$ cat config.mk
export PLATFORM = sky130hd
export DESIGN_NAME = rpfw_addr_gen_flat
export DESIGN_NICKNAME = d
export VERILOG_FILES = /design/src/hw/rtl/rpfw_pkg.sv /design/src/hw/rtl/rpfw_if.sv /design/src/hw/rtl/rpfw_addr_gen.sv /design/src/flat_wrapper.sv
export SDC_FILE = /design/constraint.sdc
export NUM_CORES = 1
export LEC_CHECK = 0
export BUFFER_PORTS_ARGS = -buffer_cell sky130_fd_sc_hd__buf_2
export CAP_MARGIN = 20
export CORE_MARGIN = 1.5
export CORE_UTILIZATION = 40
export DETAILED_ROUTE_END_ITERATION = 12
export PLACE_DENSITY_LB_ADDON = 0.3
export SLEW_MARGIN = 20
export SYNTH_ARGS = -nofsm -noshare
export SYNTH_HDL_FRONTEND = slang
export SYNTH_SLANG_ARGS = --single-unit
$ cat constraint.sdc
create_clock -name clk -period 13.3 [get_ports clk]
set_clock_uncertainty 0.05 [all_clocks]
set_input_delay 2.66 -clock clk [delete_from_list [all_inputs] [get_ports clk]]
set_output_delay 2.66 -clock clk [all_outputs]
set_load 0.02 [all_outputs]
$ cat src/hw/rtl/rpfw_pkg.sv
// Shared constants, types and register codes of the rotated pixel framebuffer writer.
`timescale 1ns / 1ps

package rpfw_pkg;

	localparam int FRAME_BYTES = 32768;
	localparam int MAX_SIDE    = 512;

	localparam int ADDR_W     = $clog2(FRAME_BYTES);
	localparam int SIDE_W     = 10;
	localparam int POS_W      = 9;
	localparam int OUT_ADDR_W = 15;
	localparam int BYTE_W     = 8;
	localparam int ROT_W      = 2;
	localparam int MIR_W      = 2;
	localparam int SEL_W      = 3;
	localparam int BIT_W      = 3;

	localparam int CRD_W    = SIDE_W + 2;
	localparam int SIDE_CAP = (MAX_SIDE < (1 << SIDE_W)) ? MAX_SIDE : (1 << SIDE_W) - 1;
	localparam int RB_W     = $clog2((SIDE_CAP + 7) / 8 + 1);
	localparam int XB_W     = SIDE_W - BIT_W;
	localparam int ROWOFF_W = SIDE_W + RB_W;
	localparam int HRB_W    = SIDE_W + RB_W;
	localparam int PAGE_W   = HRB_W + SEL_W;
	localparam int SUM_W    = PAGE_W + 1;

	localparam int CFG_IDX_W  = 3;
	localparam int CFG_DATA_W = SIDE_W;

	localparam logic [BYTE_W-1:0] LEFT_BIT_MASK = 8'h80;

	localparam logic [ROT_W-1:0] ROT_NONE = 2'd0;
	localparam logic [ROT_W-1:0] ROT_90   = 2'd1;
	localparam logic [ROT_W-1:0] ROT_180  = 2'd2;
	localparam logic [ROT_W-1:0] ROT_270  = 2'd3;

	localparam logic [MIR_W-1:0] MIR_NONE       = 2'd0;
	localparam logic [MIR_W-1:0] MIR_HORIZONTAL = 2'd1;
	localparam logic [MIR_W-1:0] MIR_VERTICAL   = 2'd2;
	localparam logic [MIR_W-1:0] MIR_BOTH       = 2'd3;

	typedef enum logic [CFG_IDX_W-1:0] {
		REG_MEM_WIDTH         = 3'd0,
		REG_MEM_HEIGHT        = 3'd1,
		REG_ROTATION          = 3'd2,
		REG_MIRROR_MODE       = 3'd3,
		REG_INVERTED_POLARITY = 3'd4,
		REG_IMAGE_SELECT      = 3'd5
	} reg_idx_t;

	typedef struct packed {
		logic [SIDE_W-1:0] mem_width;
		logic [SIDE_W-1:0] mem_height;
		logic [ROT_W-1:0]  rotation;
		logic [MIR_W-1:0]  mirror_mode;
		logic              inverted_polarity;
		logic [SEL_W-1:0]  image_select;
	} cfg_t;

	typedef struct packed {
		logic                in_plane;
		logic [XB_W-1:0]     xb;
		logic [ROWOFF_W-1:0] row_off;
		logic [PAGE_W-1:0]   page_off;
		logic [BIT_W-1:0]    bit_sel;
		logic                set_bit;
	} s2_item_t;

endpackage

$ cat src/hw/rtl/rpfw_if.sv
// Valid/ready channel interfaces for pixel items and write results.
`timescale 1ns / 1ps

interface rpfw_pixel_if;
	import rpfw_pkg::*;

	logic             valid;
	logic             ready;
	logic [POS_W-1:0] pos_x;
	logic [POS_W-1:0] pos_y;
	logic             is_white;

	modport source (output valid, output pos_x, output pos_y, output is_white, input ready);
	modport sink   (input valid, input pos_x, input pos_y, input is_white, output ready);
endinterface


$ cat src/hw/rtl/rpfw_addr_gen.sv
// Coordinate mapping and address term generation (stages s1 and s2).
`timescale 1ns / 1ps

module rpfw_addr_gen (
	input  logic               clk,
	input  logic               arst_n,
	rpfw_pixel_if.sink         pix,
	input  rpfw_pkg::cfg_t     cfg,
	input  logic               clr_busy,
	input  logic               take,
	output logic               item_valid,
	output rpfw_pkg::s2_item_t item
);
	import rpfw_pkg::*;

	logic [SIDE_W-1:0] w_eff;
	logic [SIDE_W-1:0] h_eff;
	logic [CRD_W-1:0]  w_ext;
	logic [CRD_W-1:0]  h_ext;
	logic [CRD_W-1:0]  wm1;
	logic [CRD_W-1:0]  hm1;
	logic [CRD_W-1:0]  px;
	logic [CRD_W-1:0]  py;
	logic [CRD_W-1:0]  xr;
	logic [CRD_W-1:0]  yr;
	logic [CRD_W-1:0]  xm;
	logic [CRD_W-1:0]  ym;
	logic [SIDE_W:0]   rb_sum;
	logic [RB_W-1:0]   rb;
	logic              adv1;

	logic              v_s1;
	logic [CRD_W-1:0]  x_s1;
	logic [CRD_W-1:0]  y_s1;
	logic              white_s1;
	logic [HRB_W-1:0]  hrb_s1;
	logic              v_s2;
	s2_item_t          item_s2;

	assign w_eff = (int'(cfg.mem_width) > MAX_SIDE) ? SIDE_W'(SIDE_CAP) : cfg.mem_width;
	assign h_eff = (int'(cfg.mem_height) > MAX_SIDE) ? SIDE_W'(SIDE_CAP) : cfg.mem_height;
	assign w_ext = CRD_W'(w_eff);
	assign h_ext = CRD_W'(h_eff);
	assign wm1   = w_ext - CRD_W'(1);
	assign hm1   = h_ext - CRD_W'(1);
	assign px    = CRD_W'(pix.pos_x);
	assign py    = CRD_W'(pix.pos_y);

	assign rb_sum = (SIDE_W + 1)'(w_eff) + (SIDE_W + 1)'(7);
	assign rb     = RB_W'(rb_sum >> 3);

	always_comb begin
		case (cfg.rotation)
			2'd0: begin
				xr = px;
				yr = py;
			end
			2'd1: begin
				xr = py;
				yr = hm1 - px;
			end
			2'd2: begin
				xr = wm1 - px;
				yr = hm1 - py;
			end
			default: begin
				xr = wm1 - py;
				yr = px;
			end
		endcase
		xm = cfg.mirror_mode[0] ? (wm1 - xr) : xr;
		ym = cfg.mirror_mode[1] ? (hm1 - yr) : yr;
	end

	assign adv1      = v_s1 && (!v_s2 || take);
	assign pix.ready = !clr_busy && (!v_s1 || adv1);

	always_ff @(posedge clk or negedge arst_n) begin
		if (!arst_n) begin
			v_s1 <= 1'b0;
			v_s2 <= 1'b0;
		end else begin
			if (pix.valid && pix.ready) begin
				v_s1 <= 1'b1;
			end else if (adv1) begin
				v_s1 <= 1'b0;
			end
			if (adv1) begin
				v_s2 <= 1'b1;
			end else if (take) begin
				v_s2 <= 1'b0;
			end
		end
	end

	always_ff @(posedge clk) begin
		if (pix.valid && pix.ready) begin
			x_s1     <= xm;
			y_s1     <= ym;
			white_s1 <= pix.is_white;
			hrb_s1   <= HRB_W'(h_eff) * HRB_W'(rb);
		end
		if (adv1) begin
			item_s2.in_plane <= !x_s1[CRD_W-1] && !y_s1[CRD_W-1]
				&& (x_s1 < w_ext) && (y_s1 < h_ext);
			item_s2.xb       <= x_s1[SIDE_W-1:BIT_W];
			item_s2.row_off  <= ROWOFF_W'(y_s1[SIDE_W-1:0]) * ROWOFF_W'(rb);
			item_s2.page_off <= PAGE_W'(cfg.image_select) * PAGE_W'(hrb_s1);
			item_s2.bit_sel  <= x_s1[BIT_W-1:0];
			item_s2.set_bit  <= (white_s1 == cfg.inverted_polarity);
		end
	end

	assign item_valid = v_s2;
	assign item       = item_s2;

endmodule

$ cat src/flat_wrapper.sv
// flat-port wrapper written by rule: the top's interface ports become plain ports
module rpfw_addr_gen_flat import rpfw_pkg::*;
  (clk, arst_n, cfg, clr_busy, take, item_valid, item, pix_valid, pix_pos_x, pix_pos_y, pix_is_white, pix_ready);
  rpfw_pixel_if pix_i ();
  input  logic clk;
  input  logic arst_n;
  input  rpfw_pkg::cfg_t cfg;
  input  logic clr_busy;
  input  logic take;
  output logic item_valid;
  output rpfw_pkg::s2_item_t item;
  input wire logic [$bits(pix_i.valid)-1:0] pix_valid;
  input wire logic [$bits(pix_i.pos_x)-1:0] pix_pos_x;
  input wire logic [$bits(pix_i.pos_y)-1:0] pix_pos_y;
  input wire logic [$bits(pix_i.is_white)-1:0] pix_is_white;
  output wire logic [$bits(pix_i.ready)-1:0] pix_ready;
  assign pix_i.valid = pix_valid;
  assign pix_i.pos_x = pix_pos_x;
  assign pix_i.pos_y = pix_pos_y;
  assign pix_i.is_white = pix_is_white;
  assign pix_ready = pix_i.ready;
  rpfw_addr_gen u_core (.clk(clk), .arst_n(arst_n), .pix(pix_i), .cfg(cfg), .clr_busy(clr_busy), .take(take), .item_valid(item_valid), .item(item));
endmodule
Yosys cells after proc, flatten, opt, wreduce, memory -nomap -nowiden
Cells that the tools add are included.
Cells by class
  eq/ne operators: 3
  $mul: 3
  $lt $le $gt $ge: 4
  multiplexer cells: 10
  add/subtract/negate cells: 9
  reduce and logical (&&, ||, !) cells: 16
Operators with widths (number)
  $pmux W12 S3: 2
  $sub A12 B9 Y12: 4
  $mul A10 B7 Y17: 2
  $lt A12 B10 Y1: 2
  $mux W12: 2
  $sub A12 B12 Y12: 2
  $sub A10 B1 Y11 const B: 2
  $gt A10 B10 Y1 const B: 2
  $mul A3 B17 Y20: 1
  $mux W10: 2
  $add A10 B3 Y10 const B: 1
  $logic_and A1 B1 Y1: 6
  $logic_not A1 Y1: 5
  $mux W1: 4
  $reduce_bool A2 Y1: 2
  $eq A2 B1 Y1 const B: 1
  $eq A2 B2 Y1 const B: 1
  $logic_not A2 Y1: 1
  $logic_or A1 B1 Y1: 2
  $eq A1 B1 Y1: 1
Word-level totals
  word-level logic and storage cells: 57
  bits of input ports: 52
  flip-flop bits (word level): 93
  output and inout port bits: 51

Depth between registers and ports, before layout
Gate-level depths: netlist (run 1).
  depth in word-level cells: 7
  depth in mapped cells: 26
  gate-level depth less buffers: 24

Worst setup path after synthesis (run 1)
No wires, ideal clock.
  path type: input port to flip-flop
  from: input port cfg[27] (netlist name)
  to: register u_core.hrb_s1[16], data pin
  setup time: 0.260 ns
  arrival: 8.133 ns
  cell stages on the path: 25
  slack: 4.857 ns
  data required time: 12.990 ns
  buffers on the path: 2
  cells stage by stage: inv_1 clkbuf_1 nand2_1 ha_1 nand2b_1 nor3b_1 and3_1 xnor2_1 clkbuf_1 nand2_1 fa_1 fa_1 inv_1 fa_1 inv_1 fa_1 inv_1 ha_1 nand2_1 o211a_1 o31ai_1 nand4_1 nand4b_1 a21oi_1 xnor2_1
Between the ends
  cells in the longest elaborated chain, start to end: 4
Ends and longest elaborated chain
  from (decl): RTL line flat_wrapper.sv:7  | input rpfw_pkg::cfg_t cfg;
  $gt A10 B10 Y1: RTL line rpfw_addr_gen.sv:40  | assign w_eff = (int'(cfg.mem_width) > MAX_SIDE) ? SIDE_W'(SIDE_CAP) : cfg.mem_width;
  $mux W10 (*): RTL line rpfw_addr_gen.sv:40
  $add A10 B3 Y10 (*): RTL line rpfw_addr_gen.sv:49  | assign rb_sum = (SIDE_W + 1)'(w_eff) + (SIDE_W + 1)'(7);
  $mul A10 B7 Y17 (*): RTL line rpfw_addr_gen.sv:101  | hrb_s1 <= HRB_W'(h_eff) * HRB_W'(rb);
  to (signal assigned): RTL line rpfw_addr_gen.sv:101
  to (decl): RTL line rpfw_addr_gen.sv:36  | logic [HRB_W-1:0] hrb_s1;
Mark *: on every way between the ends. The rest lies on a longest branch, timed or not.
A chain may end at the register's enable or synchronous reset.

Worst setup path after layout (run 1)
Same ends and word-level chain as after synthesis.

==> results of run 1 <==
==> power breakdown <==
part | switching, µW | leakage, µW | total, µW | internal [µW]
logic | 438 | 0.00531 | 756 | 319
clock network | 126 | 0.000137 | 257 | 131
registers | 21.0 | 0.000885 | 409 | 388
total | 584 | 0.00633 | 1420 | 838
==> worst max-delay path, delay by kind of cell <==
kind,cells,cell delay [ns]
AOI/OAI and AO/OA,3,0.76
xor gates and xnor gates,2,0.54
adders and majority gates,6,2.76
buffers and inverters,5,0.63
and+or+nand+nor,8,1.57
==> registers in the layout (all words and copies together), names as in the netlist <==
signal,cells
u_core.item,49
u_core.hrb_s1,17
u_core.x_s1,12
u_core.y_s1,12
u_core.item_valid,1
u_core.v_s1,1
u_core.white_s1,1
==> layer usage <==
| layer | global-route usage | part of all wire | vias up |
|---|---|---|---|
| met5 | 0 | 0.00025 | - |
| met4 | 0.05791 | 0.023 | 2 |
| met3 | 0.02792 | 0.048 | 45 |
| met2 | 0.3242 | 0.48 | 233 |
| met1 | 0.2402 | 0.45 | 4579 |
| li1 | - | - | 4704 |
==> area by class of cell <==
class | instances | share of cell area
well taps | 390 | 0.03655
clock inverters | 6 | 0.004217
clock buffers | 10 | 0.01715
flip-flops and latches | 93 | 0.2084
repair buffers | 108 | 0.04161
multi-input cells | 1030 | 0.6448
inverters | 168 | 0.04723
==> cell usage after synthesis (6+ instances only) <==
| master | count | share of area |
|---|---|---|
| fa_1 | 98 | 0.16 |
| nand3_1 | 16 | 0.0066 |
| nor2_1 | 101 | 0.031 |
| a21oi_1 | 46 | 0.019 |
| xnor2_1 | 59 | 0.043 |
| ha_1 | 152 | 0.16 |
| a21o_1 | 29 | 0.018 |
| a31oi_1 | 6 | 0.0031 |
| o21a_1 | 28 | 0.017 |
| nor2b_1 | 31 | 0.016 |
| and2_1 | 44 | 0.023 |
| nand2_1 | 141 | 0.044 |
| a211oi_1 | 7 | 0.0043 |
| inv_1 | 165 | 0.051 |
| nand2b_1 | 18 | 0.0093 |
| and3_1 | 12 | 0.0062 |
| nor3_1 | 24 | 0.0099 |
| o21ai_1 | 28 | 0.012 |
| a221o_1 | 6 | 0.0049 |
| xor2_1 | 25 | 0.018 |
| or3_1 | 8 | 0.0041 |
| mux2i_1 | 23 | 0.019 |
| o21ai_0 | 29 | 0.012 |
| clkbuf_1 | 28 | 0.0087 |
| edfxtp_1 | 91 | 0.23 |
==> kinds of logic after synthesis <==
logic type / synth area share
DFF: 0.2292
AOI/OAI and AO/OA: 0.1399
adders and majority gates: 0.3182
buffers and inverters: 0.06204
xor gates and xnor gates: 0.06059
muxes: 0.02267
and+or+nand+nor: 0.1674
==> through the flow <==
stage          cell area (µm²)  utilization  hold WS (ns)
5_1_grt                  13350       0.4481        0.4254
2_1_floorplan            12140            -        0.3668
3_5_place_dp             13070       0.4385        0.4054
6_report                 13350       0.4481        0.4159
4_1_cts                  13350       0.4481        0.4229
3_3_place_gp             13070       0.4385        0.4024
==> worst paths after layout <==
path	from	endpoint	slack [ns]	cells after the start
worst max-delay path	cfg[27]	u_core.hrb_s1[16]$_DFFE_PP_	4.43	24
worst min-delay path	u_core.x_s1[0]$_DFFE_PP_	u_core.item[1]$_DFFE_PP_	0.42	0
min in group asynchronous	arst_n	u_core.v_s1$_DFFE_PN0P_	2.02	1
worst min register to register	u_core.x_s1[0]$_DFFE_PP_	u_core.item[1]$_DFFE_PP_	0.42	0
max in group asynchronous	arst_n	u_core.item_valid$_DFFE_PN0P_	11.08	1
worst max register to register	u_core.y_s1[1]$_DFFE_PP_	u_core.item[39]$_DFFE_PP_	8.61	14
==> reports/metrics.yaml, run 1 <==
timing:
  fmax_ghz: 0.1128
  finalCritPeriodShare: 0.6669
  maxSlewViolCount: 0
  setup_viol: 0
  rsz0062_at_grt: "no"
  fin_ws_ns: 4.431
  period_minus_slack_ns: 8.869
  max-slew-margin-rel: 0.3484
  finalHoldViolCount: 0
  tightestPinTransition_ns: 0.9738
  finalSetupTns_ns: 0
detailed_routing:
  ant_nets: 0
  vias: 9563
  drt_iter0_markers: 451
  drt-vias-per-instance: 5.298
  drc: 0
  wirelength_mm: 28.04
  wl_per_cell_um: 15.54
  drt_pre_antenna_iters: 5
layout:
  fill_cells: 2942
  mostFrequentLayoutCells: "165 x inv_1, 152 x ha_1, 141 x nand2_1, 102 x buf_2, 101 x nor2_1"
  regArea_mm2: 0.002783
  final_cells: 1805
  nets: 1712
  drive_gt1_frac: 0.1046
  area_delta_synth_final_pct: 9.965
  diodes: 0
  multi_input_area_mm2: 0.008610
  final_common_cell: "inv_1"
synthesis:
  synth_seq_area_share: 0.2292
  synth_nets: 1625
  yosys_warnings: 0
  synth_edf_count: 91
  synthDistinctLibCells: 78
  synth-seq-cells: 93
  async_flop_share: 0.02151
  netlist_instances: 1323
  syn_area_mm2: 0.01214
  synthFlopType: "edfxtp_1"
  synth.avg_cell_area_um2: 9.177
worst_setup_path:
  cp_slowest_cell: "fa_1"
  path_cells: "buf_2 > inv_1 > nand2_1 > ha_1 > nand2b_1 > nor3b_1 > and3_1 > xnor2_1 > nand2_1 > fa_1 > fa_1 > inv_1 > fa_1 > inv_1 > fa_1 > inv_1 > ha_1 > nand2_1 > o211a_1 > o31ai_1 > nand4_1 > nand4b_1 > a21oi_1 > xnor2_1"
  crit_arrival_ns: 8.94
  start_kind: "input port"
  crit_path_max_incr_delay_ns: 0.55
  end_kind: "flop"
  path_class: "input port to flop"
  worstPathRequired_ns: 13.37
  crit_path_max_fanout: 14
worst_hold_path:
  hold_class: "flop to flop"
pwr:
  p_leak_uw: 0.006329
  ir_worst_vdd_mv: 0.05558
  power_density_mw_per_mm2: 106.5
  total_power_uw: 1422
cts:
  cts_sinks: 93
  cts-root-buf: "clkbuf_16"
  cts_hold_buf: 0
  clock_latency_ns: 0.36
  path_clk_slew_ns: 0.07
  post_cts_buffers: 0
  cts_inserted_buffers: 9
  h-tree-depth: 3
  cts_tree: "done"
  cts_resized: 0
  ctsLongestPathBuffers: 2
run_status:
  outcome: "completed"
grt:
  grt_pass1_vias: 9634
  grt_max_degree: 50
  grt_first_pass_wirelength_mm: 46.91
  grt_overflow: 0
  antenna_found_initial: 1
  grt_usage: 0.1875
place:
  dp_slack_ns: 4.114
  dp_hpwl_mm: 22.91
  dp_cells: 1789
  portBuffers: 102
  routabilityCongestion: 0.8944
die:
  fp.dieH_um: 177.2
  rows: 63
  ios: 103
  start_util: 0.4075
  dieArea_mm2: 0.03141
  fp.dieW_um: 177.2
  core-area_mm2: 0.02980
flow_run:
  cap_violations: 0
(Power assumes the default switching activity.)
==> run 2, diff against run 1 <==
clock period = 8.7 ns   (was 13.3 ns; I/O delays follow)
==> run 2 against run 1 <==
Highest routed layer unchanged; flip-flop and latch count unchanged; largest power group unchanged; cell count grew 0.17%; sequential power increased by 53%; global-route usage down 0.58 points; register-to-register slack worse by 4.6 ns; utilization rose by 0.084 points; combinational power grew 52%; clock-buffer cell count fell by 1.
==> reports/metrics.yaml, run 2 (same netlist as run 1, synthesis figures left out) <==
cts:
  cts-root-buf: "clkbuf_16"
  clock_latency_ns: 0.37
  ctsLongestPathBuffers: 2
  path_clk_slew_ns: 0.08
  cts_sinks: 93
  cts_tree: "done"
  cts_resized: 0
  cts_hold_buf: 0
  h-tree-depth: 3
  post_cts_buffers: 0
  cts_inserted_buffers: 9
flow_run:
  cap_violations: 0
layout:
  diodes: 0
  fin_area_mm2: 0.01338
  drive_gt1_frac: 0.1072
  fill_cells: 2921
  area_delta_synth_final_pct: 10.17
  nets: 1715
  largest_register_ffs: 49
  mostFrequentLayoutCells: "165 x inv_1, 152 x ha_1, 141 x nand2_1, 102 x buf_2, 101 x nor2_1"
  fin_util: 0.4489
  final_common_cell: "inv_1"
timing:
  rsz0062_at_grt: "no"
  finalCritPeriodShare: 0.8514
  max-slew-margin-rel: 0.4011
  finalHoldViolCount: 0
  period_minus_slack_ns: 7.407
  maxSlewViolCount: 0
  finalSetupTns_ns: 0
  fmax_ghz: 0.1350
  whs_ns: 0.4123
  setup_viol: 0
  tightestPinTransition_ns: 0.8919
detailed_routing:
  wl_per_cell_um: 15.28
  drt_iter0_markers: 506
  wirelength_mm: 27.62
  drc: 0
  drt_pre_antenna_iters: 5
  ant_nets: 0
  drt-vias-per-instance: 5.220
  vias: 9437
die:
  dieArea_mm2: 0.03141
  fp.dieH_um: 177.2
  fp.dieW_um: 177.2
  core-area_mm2: 0.02980
  ios: 103
  rows: 63
  start_util: 0.4075
grt:
  grt_pass1_vias: 9344
  grt_usage: 0.1817
  antenna_found_initial: 1
  grt_overflow: 0
  grt_max_degree: 50
  grt_first_pass_wirelength_mm: 45.16
pwr:
  p_leak_uw: 0.006351
  power_density_mw_per_mm2: 162.8
  internal_power_uw: 1282
  total_power_uw: 2177
  p_sw_uw: 894.8
  switching_share: 0.4110
  comb_power_share: 0.529
  ir_worst_vdd_mv: 0.08409
  power_frac_seq: 0.288
  pwr-share-clk: 0.184
place:
  portBuffers: 102
  routabilityCongestion: 0.9005
  place_area_mm2: 0.01309
  dp_hpwl_mm: 22.83
worst_setup_path:
  start_kind: "input port"
  end_kind: "flop"
  path_class: "input port to flop"
  crit_arrival_ns: 7.48
  crit_path_max_fanout: 12
  worstPathRequired_ns: 8.77
run_status:
  outcome: "completed"
worst_hold_path:
  hold_class: "flop to flop"
[run 2: routing by layer]
| layer | share of wire | vias up | global-route usage |
|---|---|---|---|
| met5 | 0.00025 | - | 0 |
| met2 | 0.48 | 208 | 0.3118 |
| li1 | - | 4714 | - |
| met3 | 0.041 | 48 | 0.02405 |
| met1 | 0.45 | 4465 | 0.2320 |
| met4 | 0.026 | 2 | 0.06815 |
[run 2: worst paths after layout]
path / startpoint / end / slack (ns) / cells after the start
worst min register to register: u_core.x_s1[0]$_DFFE_PP_ / u_core.item[1]$_DFFE_PP_ / 0.41 / 0
worst max register to register: u_core.y_s1[1]$_DFFE_PP_ / u_core.item[40]$_DFFE_PP_ / 4.02 / 14
min in group asynchronous: arst_n / u_core.item_valid$_DFFE_PN0P_ / 1.10 / 1
worst max-delay path: cfg[27] / u_core.hrb_s1[16]$_DFFE_PP_ / 1.29 / 25
max in group asynchronous: arst_n / u_core.v_s1$_DFFE_PN0P_ / 7.41 / 1
worst min-delay path: u_core.x_s1[0]$_DFFE_PP_ / u_core.item[1]$_DFFE_PP_ / 0.41 / 0
[run 2: through the flow]
stage	instances	setup WS [ns]
6_report	1808	1.293
5_1_grt	1808	0.7571
4_1_cts	1808	1.291
3_5_place_dp	1792	0.8787
3_3_place_gp	1792	0.9682
2_1_floorplan	1323	1.177
[run 2: area by class of cell]
cell class / instances / area (µm²) / share of cell area
inverter: 168 / 630.6 / 0.04714
tap: 390 / 488.0 / 0.03648
clock inverter: 7 / 62.56 / 0.004677
clock buffer: 9 / 225.2 / 0.01684
multi-input combinational: 1030 / 8610 / 0.6436
sequential: 93 / 2783 / 0.2080
timing repair buffer: 111 / 578.1 / 0.04321
[run 2: worst max-delay path, cell delays in order]
cell	delay (ns)
buf_2	0.17
inv_1	0.10
nand2_1	0.09
ha_1	0.26
nand2b_1	0.13
nor3b_1	0.48
and3_1	0.29
xnor2_1	0.13
buf_4	0.19
nand2_1	0.08
fa_1	0.50
fa_1	0.54
inv_1	0.05
fa_1	0.52
inv_1	0.05
fa_1	0.52
inv_1	0.04
ha_1	0.34
nand2_1	0.09
o211a_1	0.23
o31ai_1	0.44
nand4_1	0.15
nand4b_1	0.11
a21oi_1	0.08
xnor2_1	0.12
[run 2: power groups by stage]
stage | clock network, µW | registers (µW) | logic (µW)
finish | 400 | 626 | 1150
detailed placement | 0 | 637 | 1150
global route | 426 | 632 | 1310
floorplan | 0 | 669 | 863
global placement | 0 | 636 | 1130
CTS | 417 | 627 | 1160
